$ cat config.mk
export PLATFORM = sky130hd
export DESIGN_NAME = signed_int_to_decimal_ascii
export DESIGN_NICKNAME = d
export VERILOG_FILES = /design/src/sv/itoa_pkg.sv /design/src/sv/signed_int_to_decimal_ascii.sv
export SDC_FILE = /design/constraint.sdc
export NUM_CORES = 1
export LEC_CHECK = 0
export BUFFER_PORTS_ARGS = -buffer_cell sky130_fd_sc_hd__buf_2
export CAP_MARGIN = 20
export CELL_PAD_IN_SITES_DETAIL_PLACEMENT = 1
export CELL_PAD_IN_SITES_GLOBAL_PLACEMENT = 2
export CORE_MARGIN = 3
export CORE_UTILIZATION = 39
export DETAILED_ROUTE_END_ITERATION = 8
export HOLD_SLACK_MARGIN = 0.15
export PLACE_DENSITY = 0.82
export SLEW_MARGIN = 25
export SYNTH_ARGS = -nofsm -noshare
export SYNTH_HDL_FRONTEND = slang
export SYNTH_SLANG_ARGS = --single-unit
$ cat constraint.sdc
create_clock -name clk -period 15.9 [get_ports clk]
set_input_delay 4.77 -clock clk [delete_from_list [all_inputs] [get_ports clk]]
set_output_delay 4.77 -clock clk [all_outputs]
set_load 0.005 [all_outputs]
$ cat src/sv/itoa_pkg.sv
// Package for the signed integer to decimal ASCII converter.
// Holds widths, character codes and the pipeline stage record.
// No dependencies.
package itoa_pkg;

  // Width of the signed input value (8 to 64)
  localparam int INPUT_WIDTH    = 32;
  // Stream data width: the value padded up to whole bytes
  localparam int S_TDATA_W      = ((INPUT_WIDTH + 7) / 8) * 8;
  // Decimal digits kept; an upper bound on the digits of any INPUT_WIDTH-bit magnitude
  localparam int DIGITS         = (INPUT_WIDTH * 31) / 100 + 1;
  localparam int BCD_W          = DIGITS * 4;
  localparam int IDX_W          = (DIGITS > 1) ? $clog2(DIGITS) : 1;
  // Shift-and-add-3 steps per pipeline stage
  localparam int BITS_PER_STAGE = 8;
  localparam int DABBLE_STAGES  = (INPUT_WIDTH + BITS_PER_STAGE - 1) / BITS_PER_STAGE;
  // Entry register, negate stage, then the conversion stages
  localparam int NSTAGE         = DABBLE_STAGES + 2;

  localparam int CHAR_W = 8;
  localparam logic [CHAR_W-1:0] CHAR_ZERO  = 8'h30;
  localparam logic [CHAR_W-1:0] CHAR_NINE  = 8'h39;
  localparam logic [CHAR_W-1:0] CHAR_MINUS = 8'h2D;
  localparam logic [CHAR_W-1:0] CHAR_SPACE = 8'h20;

  // One item as it moves down the pipeline
  typedef struct packed {
    logic                   neg;
    logic [INPUT_WIDTH-1:0] bin;
    logic [BCD_W-1:0]       bcd;
  } stage_t;

endpackage

$ cat src/sv/signed_int_to_decimal_ascii.sv
// Signed integer to decimal ASCII converter, top level.
// Pipelined binary-to-BCD conversion followed by a character serialiser.
// Depends on itoa_pkg.
//
// Usage:
//   Slave channel: one signed value per transfer on s_axis_tdata.
//   Master channel: one ASCII character per transfer on m_axis_tdata,
//   most significant digit first, '-' first for a negative value, and
//   a single trailing space that carries m_axis_tlast.
// Pipeline: a value accepted on an idle block passes an entry register,
//   a negate stage and four shift-and-add-3 stages of eight bits each,
//   then the serialiser register, before its first character shows.
// Throughput: the master side moves one character per cycle while
//   m_axis_tready is high, so a value occupies the output for its text
//   length, 2 to 12 characters at 32 bits (digits + sign + space). The
//   serialiser takes the next value in the cycle its trailing space is
//   transferred, so texts follow with no gap; up to NSTAGE more wait in the pipeline.
// Reset: rst is synchronous, active high; it empties the pipeline and
//   the serialiser. Nothing else is kept between values.
// Stall: while m_axis_tready is low the current character holds, the
//   pipeline fills up and s_axis_tready drops once every stage is full.
module signed_int_to_decimal_ascii (
  input  logic                           clk,
  input  logic                           rst,
  input  logic                           s_axis_tvalid,
  output logic                           s_axis_tready,
  input  logic [itoa_pkg::S_TDATA_W-1:0] s_axis_tdata,  // [INPUT_WIDTH-1:0] value
  output logic                           m_axis_tvalid,
  input  logic                           m_axis_tready,
  output logic [itoa_pkg::CHAR_W-1:0]    m_axis_tdata,  // [7:0] character
  output logic                           m_axis_tlast
);
  import itoa_pkg::*;

  localparam logic [1:0] SER_IDLE  = 2'd0;
  localparam logic [1:0] SER_SIGN  = 2'd1;
  localparam logic [1:0] SER_DIGIT = 2'd2;
  localparam logic [1:0] SER_SPACE = 2'd3;

  // One shift-and-add-3 step: bump digits of 5 or more, then shift a bit in
  function automatic stage_t dabble_bit(input stage_t s);
    stage_t r;
    r = s;
    for (int d = 0; d < DIGITS; d++) begin
      if (r.bcd[d*4 +: 4] >= 4'd5) begin
        r.bcd[d*4 +: 4] = r.bcd[d*4 +: 4] + 4'd3;
      end
    end
    {r.bcd, r.bin} = {r.bcd, r.bin} << 1;
    return r;
  endfunction

  // Highest non-zero digit, or the lowest digit for zero
  function automatic logic [IDX_W-1:0] lead_index(input logic [BCD_W-1:0] bcd);
    logic [IDX_W-1:0] idx;
    idx = '0;
    for (int d = 0; d < DIGITS; d++) begin
      if (bcd[d*4 +: 4] != 4'd0) begin
        idx = IDX_W'(d);
      end
    end
    return idx;
  endfunction

  logic [NSTAGE:0]   stage_ready;
  logic [NSTAGE-1:0] st_valid;
  stage_t            st      [NSTAGE];
  stage_t            st_next [NSTAGE];

  logic [1:0]        ser_state;
  logic              ser_neg;
  logic [IDX_W-1:0]  ser_idx;
  logic [BCD_W-1:0]  ser_bcd;
  logic              load_ok;
  logic              load;

  // Back-pressure: a stage can take a new item when empty or moving on
  always_comb begin
    stage_ready[NSTAGE] = load_ok;
    for (int k = NSTAGE - 1; k >= 0; k--) begin
      stage_ready[k] = !st_valid[k] || stage_ready[k+1];
    end
  end

  assign s_axis_tready = stage_ready[0];

  // Stage logic and registers
  for (genvar k = 0; k < NSTAGE; k++) begin : g_stage
    if (k == 0) begin : g_entry
      // Entry register: capture value and sign
      always_comb begin
        st_next[k].neg = s_axis_tdata[INPUT_WIDTH-1];
        st_next[k].bin = s_axis_tdata[INPUT_WIDTH-1:0];
        st_next[k].bcd = '0;
      end
    end else if (k == 1) begin : g_negate
      // Magnitude; the most negative value maps onto 2^(INPUT_WIDTH-1)
      always_comb begin
        st_next[k]     = st[k-1];
        st_next[k].bin = st[k-1].neg ? (~st[k-1].bin + INPUT_WIDTH'(1)) : st[k-1].bin;
      end
    end else begin : g_dabble
      localparam int FIRST = (k - 2) * BITS_PER_STAGE;
      localparam int NB    = (INPUT_WIDTH - FIRST < BITS_PER_STAGE) ?
                             (INPUT_WIDTH - FIRST) : BITS_PER_STAGE;
      // NB shift-and-add-3 steps
      always_comb begin
        st_next[k] = st[k-1];
        for (int b = 0; b < NB; b++) begin
          st_next[k] = dabble_bit(st_next[k]);
        end
      end
    end

    always_ff @(posedge clk) begin
      if (rst) begin
        st_valid[k] <= 1'b0;
      end else if (stage_ready[k]) begin
        st_valid[k] <= (k == 0) ? s_axis_tvalid : st_valid[(k == 0) ? 0 : k-1];
      end
    end

    always_ff @(posedge clk) begin
      if (stage_ready[k]) begin
        st[k] <= st_next[k];
      end
    end
  end

  // Serialiser takes a new item when idle or as its trailing space leaves
  assign load_ok = (ser_state == SER_IDLE) || ((ser_state == SER_SPACE) && m_axis_tready);
  assign load    = load_ok && st_valid[NSTAGE-1];

  always_ff @(posedge clk) begin
    if (rst) begin
      ser_state <= SER_IDLE;
    end else if (load) begin
      ser_state <= st[NSTAGE-1].neg ? SER_SIGN : SER_DIGIT;
    end else if (m_axis_tready) begin
      unique case (ser_state)
        SER_IDLE:  ser_state <= SER_IDLE;
        SER_SIGN:  ser_state <= SER_DIGIT;
        SER_DIGIT: ser_state <= (ser_idx == '0) ? SER_SPACE : SER_DIGIT;
        SER_SPACE: ser_state <= SER_IDLE;
      endcase
    end
  end

  // Serialiser payload: digits and the digit pointer
  always_ff @(posedge clk) begin
    if (load) begin
      ser_neg <= st[NSTAGE-1].neg;
      ser_bcd <= st[NSTAGE-1].bcd;
      ser_idx <= lead_index(st[NSTAGE-1].bcd);
    end else if (m_axis_tready && (ser_state == SER_DIGIT) && (ser_idx != '0)) begin
      ser_idx <= ser_idx - IDX_W'(1);
    end
  end

  // Output character from the serialiser state
  always_comb begin
    m_axis_tvalid = (ser_state != SER_IDLE);
    m_axis_tlast  = (ser_state == SER_SPACE);
    unique case (ser_state)
      SER_IDLE:  m_axis_tdata = ser_neg ? CHAR_MINUS : CHAR_SPACE;
      SER_SIGN:  m_axis_tdata = CHAR_MINUS;
      SER_DIGIT: m_axis_tdata = CHAR_ZERO + {4'd0, ser_bcd[ser_idx*4 +: 4]};
      SER_SPACE: m_axis_tdata = CHAR_SPACE;
    endcase
  end

endmodule

==> impl_metrics.toml, run 1 <==
[drt]
finalWirelength_um = 66800
vias_per_cell = 5.76
first_pass_iters = 5
vias = 24300
drtIter0Drc = 1140
wl_per_cell_um = 15.8
ant_nets = 0
drc = 0

[die]
fp-row-count = 97
ios = 47
coreArea_mm2 = 0.0704
die_area_mm2 = 0.0747
chipWidth_um = 273
die_y_um = 273
start_util_pct = 39.6

[timing]
maxSlewViolCount = 0
period_needed_ns = 12.12
rsz0062_at_grt = "false"
tns_ns = 0
final_hold_viol_count = 0
max_freq_ghz = 0.0825
finalSetupViolations = 0
relSlewSlack_pct = 30.6
fin_skew_ns = 0.0178
tightestPinTransition_ns = 1.03
finalCritPeriodShare_pct = 76.2

[clocking]
cts_buffers = 36
cts-root-buf = "clkbuf_16"
clk_pin_slew_ns = 0.06
clock_path_buffers = 3
cts_hold_buffers = 0
cts_tree = "built"
postCtsSetupBuffers = 0
cts.sink_count = 272
ctsResizeCount = 0
clock_latency_ns = 0.55
cts-htree-levels = 2

[logic_synthesis]
yosysUniqueCellTypes = 129
ys_seq_area_share_pct = 29.0
ys_ff_latch = 272
synth-xor-area-share_pct = 5.60
synth-compound-area-share_pct = 28.0
synth-async-reset-ratio_pct = 0
synthMuxAreaShare_pct = 7.56
synth.top_cell.area_share_pct = 28.4
synth.avg_cell_area_um2 = 8.58
ys.flop_type = "edfxtp_1"
yosysMostFrequentCell = "nand2_1"
syn_area_mm2 = 0.0279
ys.warnings.count = 0
synthTopCellsByArea = "edfxtp_1 28%, ha_1 6.7%, o21ai_0 3.9%"
ys_top_cells_by_count = "290 x nand2_1, 264 x edfxtp_1, 263 x nor2_1"
synth-edff-count = 264
syn_inst = 3249
synthAdderAreaFrac_pct = 6.83
synthSimpleGateAreaFrac_pct = 18.7
yosysTopAreaCell = "edfxtp_1"
synth_top_family_by_area = "compound AO/OA/AOI/OAI gates"

[worst_setup_path]
cp_data_arrival_time_ns = 7.35
startpoint_type = "primary input"
cp-end-kind = "primary output"
crit_required_ns = 11.13
worst-setup-path-type = "in -> out"
path_buf_inv = 3
cp_slowest_stage_delay_ns = 0.66
r2r_slack_ns = 7.97
path_delay_family = "simple AND/OR/NAND/NOR gates"
path_cells = "buf_2 > a21oi_1 > nand4_1 > buf_4 > nor2_1 > nand3_2 > buf_2"
cpMostUsedCell = "buf_2"
cpMaxStageDelayCell = "nand3_2"
worstPathMaxFanout = 40

[placed_design]
port_buffers = 43
gp_congestion = 0.801
hpwl_um = 52100

[global_route]
grt_max_degree = 42
grt_first_pass_wirelength_um = 115000
overflow = 0
grt_antenna_before_repair = 0
grt_pass1_vias = 24600
grt_usage_pct = 17.6

[cells_and_area]
num-nets-final = 3442
area_delta_synth_final_pct = 8.15
drive_gt1_share_pct = 10.6

[status]
status = "complete, no violations"

[worst_hold_path]
worstHoldPathType = "reg -> reg"

[flow_run]
drv_cap = 0
through the flow:
stage | utilization, % | cells | cell area [um2] | setup WS (ns) | hold WS, ns
after CTS | 42.8 | 4220 | 30100 | 3.71 | 0.419
after floorplan | - | 3250 | 27900 | 3.42 | 0.400
after global placement | 41.2 | 4157 | 29000 | 3.76 | 0.400
after detailed placement | 41.2 | 4157 | 29000 | 3.70 | 0.406
final | 42.8 | 4223 | 30100 | 3.78 | 0.418
after global routing | 42.8 | 4222 | 30100 | 3.48 | 0.424
registers in the layout, summed over array words and instances, names as in the netlist:
name	flops
ser_state	2
st	219
ser_bcd	40
ser_idx	4
ser_neg	1
st_valid	6
kinds of logic after synthesis:
| family | Yosys count |
|---|---|
| AOI/OAI and AO/OA | 1120 |
| xor gates and xnor gates | 156 |
| adders and majority gates | 153 |
| buffers and inverters | 305 |
| DFF | 272 |
| muxes | 184 |
| other | 2 |
| and+or+nand+nor | 1057 |
placed cells by master, fill, tap and decap left out, types with 21 or more instances in the layout:
| cell | Yosys | final |
|---|---|---|
| and2_1 | 40 | 40 |
| inv_1 | 207 | 207 |
| o211ai_1 | 36 | 36 |
| nor3_1 | 76 | 76 |
| o21bai_1 | 29 | 29 |
| nor2_1 | 263 | 263 |
| nand2_1 | 290 | 290 |
| edfxtp_1 | 264 | 264 |
| or2_2 | 24 | 24 |
| a211oi_1 | 46 | 46 |
| nand2b_1 | 89 | 89 |
| a21oi_1 | 216 | 216 |
| o21a_1 | 48 | 48 |
| o22ai_1 | 40 | 40 |
| or3_1 | 36 | 36 |
| o31ai_1 | 30 | 30 |
| ha_1 | 149 | 149 |
| buf_2 | 14 | 44 |
| and3_1 | 23 | 23 |
| xor2_1 | 33 | 33 |
| o21ai_1 | 56 | 56 |
| nand3_1 | 65 | 63 |
| a22oi_1 | 28 | 28 |
| nor2b_1 | 43 | 43 |
| a211o_1 | 21 | 21 |
| a21o_1 | 39 | 39 |
| mux2i_1 | 107 | 107 |
| mux2_2 | 52 | 52 |
| a31oi_1 | 44 | 44 |
| xnor2_1 | 98 | 98 |
| clkbuf_16 | 0 | 36 |
| o21ai_0 | 219 | 219 |
metal layers:
metal / wire length [um] / GRT usage [%] / up-vias
met3: 1510 / 1.74 / 70
li1: - / - / 12200
met5: 0 / 0 / -
met1: 31200 / 22.6 / 11800
met4: 994 / 3.50 / 0
met2: 33100 / 32.0 / 233
path summary, 6_finish.rpt:
check                                          from             endpoint  cells past startpoint
worst max register to register  st[4][24]$_DFFE_PP_  st[5][39]$_DFFE_PP_                     35
worst max-delay path                  m_axis_tready        s_axis_tready                      7
worst min-delay path            st[1][45]$_DFFE_PP_  st[2][53]$_DFFE_PP_                      0
worst min register to register  st[1][45]$_DFFE_PP_  st[2][53]$_DFFE_PP_                      0
layout make-up:
type | count | area [um2]
Clock inverter | 24 | 235
Tap cell | 940 | 1180
Timing Repair Buffer | 55 | 310
Sequential cell | 272 | 8090
Inverter | 219 | 822
Multi-Input combinational cell | 2673 | 18600
Fill cell | 8365 | 40300
Clock buffer | 39 | 912
Antenna cell | 1 | 2.50
Power of run 1 is left out: the tool's default activity adds up to more than one toggle a clock period on the data nets, which glitch-free logic cannot reach.
==> run 2: changes to the inputs <==
clock period = 11.8 ns   (was 15.9 ns; I/O delays follow)
==> impl_metrics.toml, run 2 (synthesized netlist as in run 1, its figures left out) <==
[status]
status = "complete, no violations"

[drt]
drtIter0Drc = 1094
vias_per_cell = 5.76
first_pass_iters = 6
wl_per_cell_um = 16.1
ant_nets = 0
finalWirelength_um = 67800
vias = 24300
drc = 0

[cells_and_area]
finalNonFillerCells = 4219
drive_gt1_share_pct = 10.4
area_delta_synth_final_pct = 8.22
n_fill_cell = 8294
mostFrequentLayoutCells = "290 x nand2_1, 264 x edfxtp_1, 263 x nor2_1, 219 x o21ai_0, 216 x a21oi_1"
top_regs = "st (219), ser_bcd (40), st_valid (6)"
largest_reg_flops = 219
num-nets-final = 3439
antennaDiodeCount = 0
final_common_cell = "nand2_1"
regMostFlops = "st"

[clocking]
cts_buffers = 35
cts.sink_count = 272
cts_hold_buffers = 0
postCtsSetupBuffers = 0
ctsResizeCount = 0
cts-htree-levels = 2
clk_pin_slew_ns = 0.05
cts_tree = "built"
clock_path_buffers = 3
clock_latency_ns = 0.56
cts-root-buf = "clkbuf_16"

[worst_setup_path]
cp_data_arrival_time_ns = 6.17
cp-end-kind = "primary output"
worst-setup-path-type = "in -> out"
worstPathMaxFanout = 40
crit_required_ns = 8.26
startpoint_type = "primary input"

[timing]
tns_ns = 0
tightestPinTransition_ns = 1.03
period_needed_ns = 9.71
finalCritPeriodShare_pct = 82.3
maxSlewViolCount = 0
final_hold_viol_count = 0
finalSetupViolations = 0
relSlewSlack_pct = 31.5
max_freq_ghz = 0.103
fin_skew_ns = 0.0250
rsz0062_at_grt = "false"

[flow_run]
drv_cap = 0

[die]
die_area_mm2 = 0.0747
start_util_pct = 39.6
fp-row-count = 97
coreArea_mm2 = 0.0704
chipWidth_um = 273
ios = 47
die_y_um = 273

[global_route]
grt_pass1_vias = 24600
grt_max_degree = 42
grt_antenna_before_repair = 1
grt_usage_pct = 17.7
overflow = 0
grt_first_pass_wirelength_um = 115000

[placed_design]
gp_congestion = 0.806
dpl.cell_count = 4157
port_buffers = 43
hpwl_um = 52200

[worst_hold_path]
worstHoldPathType = "reg -> reg"
## run 2: changes by cell type in the layout (fill, tap and decap cells not counted), sizes merged
| cell | previous run | this run |
|---|---|---|
| inv | 225 | 219 |
| bufinv | 2 | 5 |
| clkinv | 12 | 15 |
| clkinvlp | 4 | 3 |
| diode | 1 | 0 |
| buf | 55 | 53 |
## run 2: area by class of cell
| cell class | count | area [um2] | share of cell area (%) |
|---|---|---|---|
| Tap cell | 940 | 1180 | 3.90 |
| Clock inverter | 23 | 290 | 0.963 |
| Inverter | 219 | 822 | 2.73 |
| Clock buffer | 39 | 891 | 2.95 |
| Timing Repair Buffer | 53 | 290 | 0.963 |
| Multi-Input combinational cell | 2673 | 18600 | 61.7 |
| Sequential cell | 272 | 8090 | 26.8 |
## run 2: path summary, 6_finish.rpt
path / start / end / slack, ns / cells past startpoint
worst min register to register: st[1][62]$_DFFE_PP_ / st[2][70]$_DFFE_PP_ / 0.42 / 0
worst max-delay path: m_axis_tready / s_axis_tready / 2.09 / 7
worst max register to register: st[4][24]$_DFFE_PP_ / st[5][39]$_DFFE_PP_ / 3.95 / 35
worst min-delay path: st[1][62]$_DFFE_PP_ / st[2][70]$_DFFE_PP_ / 0.42 / 0
## run 2: per-layer routing
metal | global-route usage, % | vias to the layer above | wire length [um]
li1 | - | 12200 | -
met1 | 22.3 | 11800 | 31300
met2 | 32.8 | 213 | 34000
met3 | 1.78 | 67 | 1520
met4 | 3.48 | 0 | 952
met5 | 0 | - | 0
## run 2: critical path, stage by stage
cell	delay, ns
buf_2	0.13
a21oi_1	0.45
nand4_1	0.26
buf_4	0.34
nor2_1	0.34
nand3_2	0.67
buf_2	0.37
## run 2: through the flow
step                hold WS (ns)  utilization, %  worst slack (ns)  instance area (um2)
floorplan                  0.400               -              1.78                27900
global placement           0.402            41.2              2.15                29000
detailed placement         0.406            41.2              2.06                29000
CTS                        0.419            42.8              2.01                30200
global route               0.423            42.8              1.74                30200
finish                     0.417            42.8              2.09                30200
Power of run 2 is left out for the same reason.
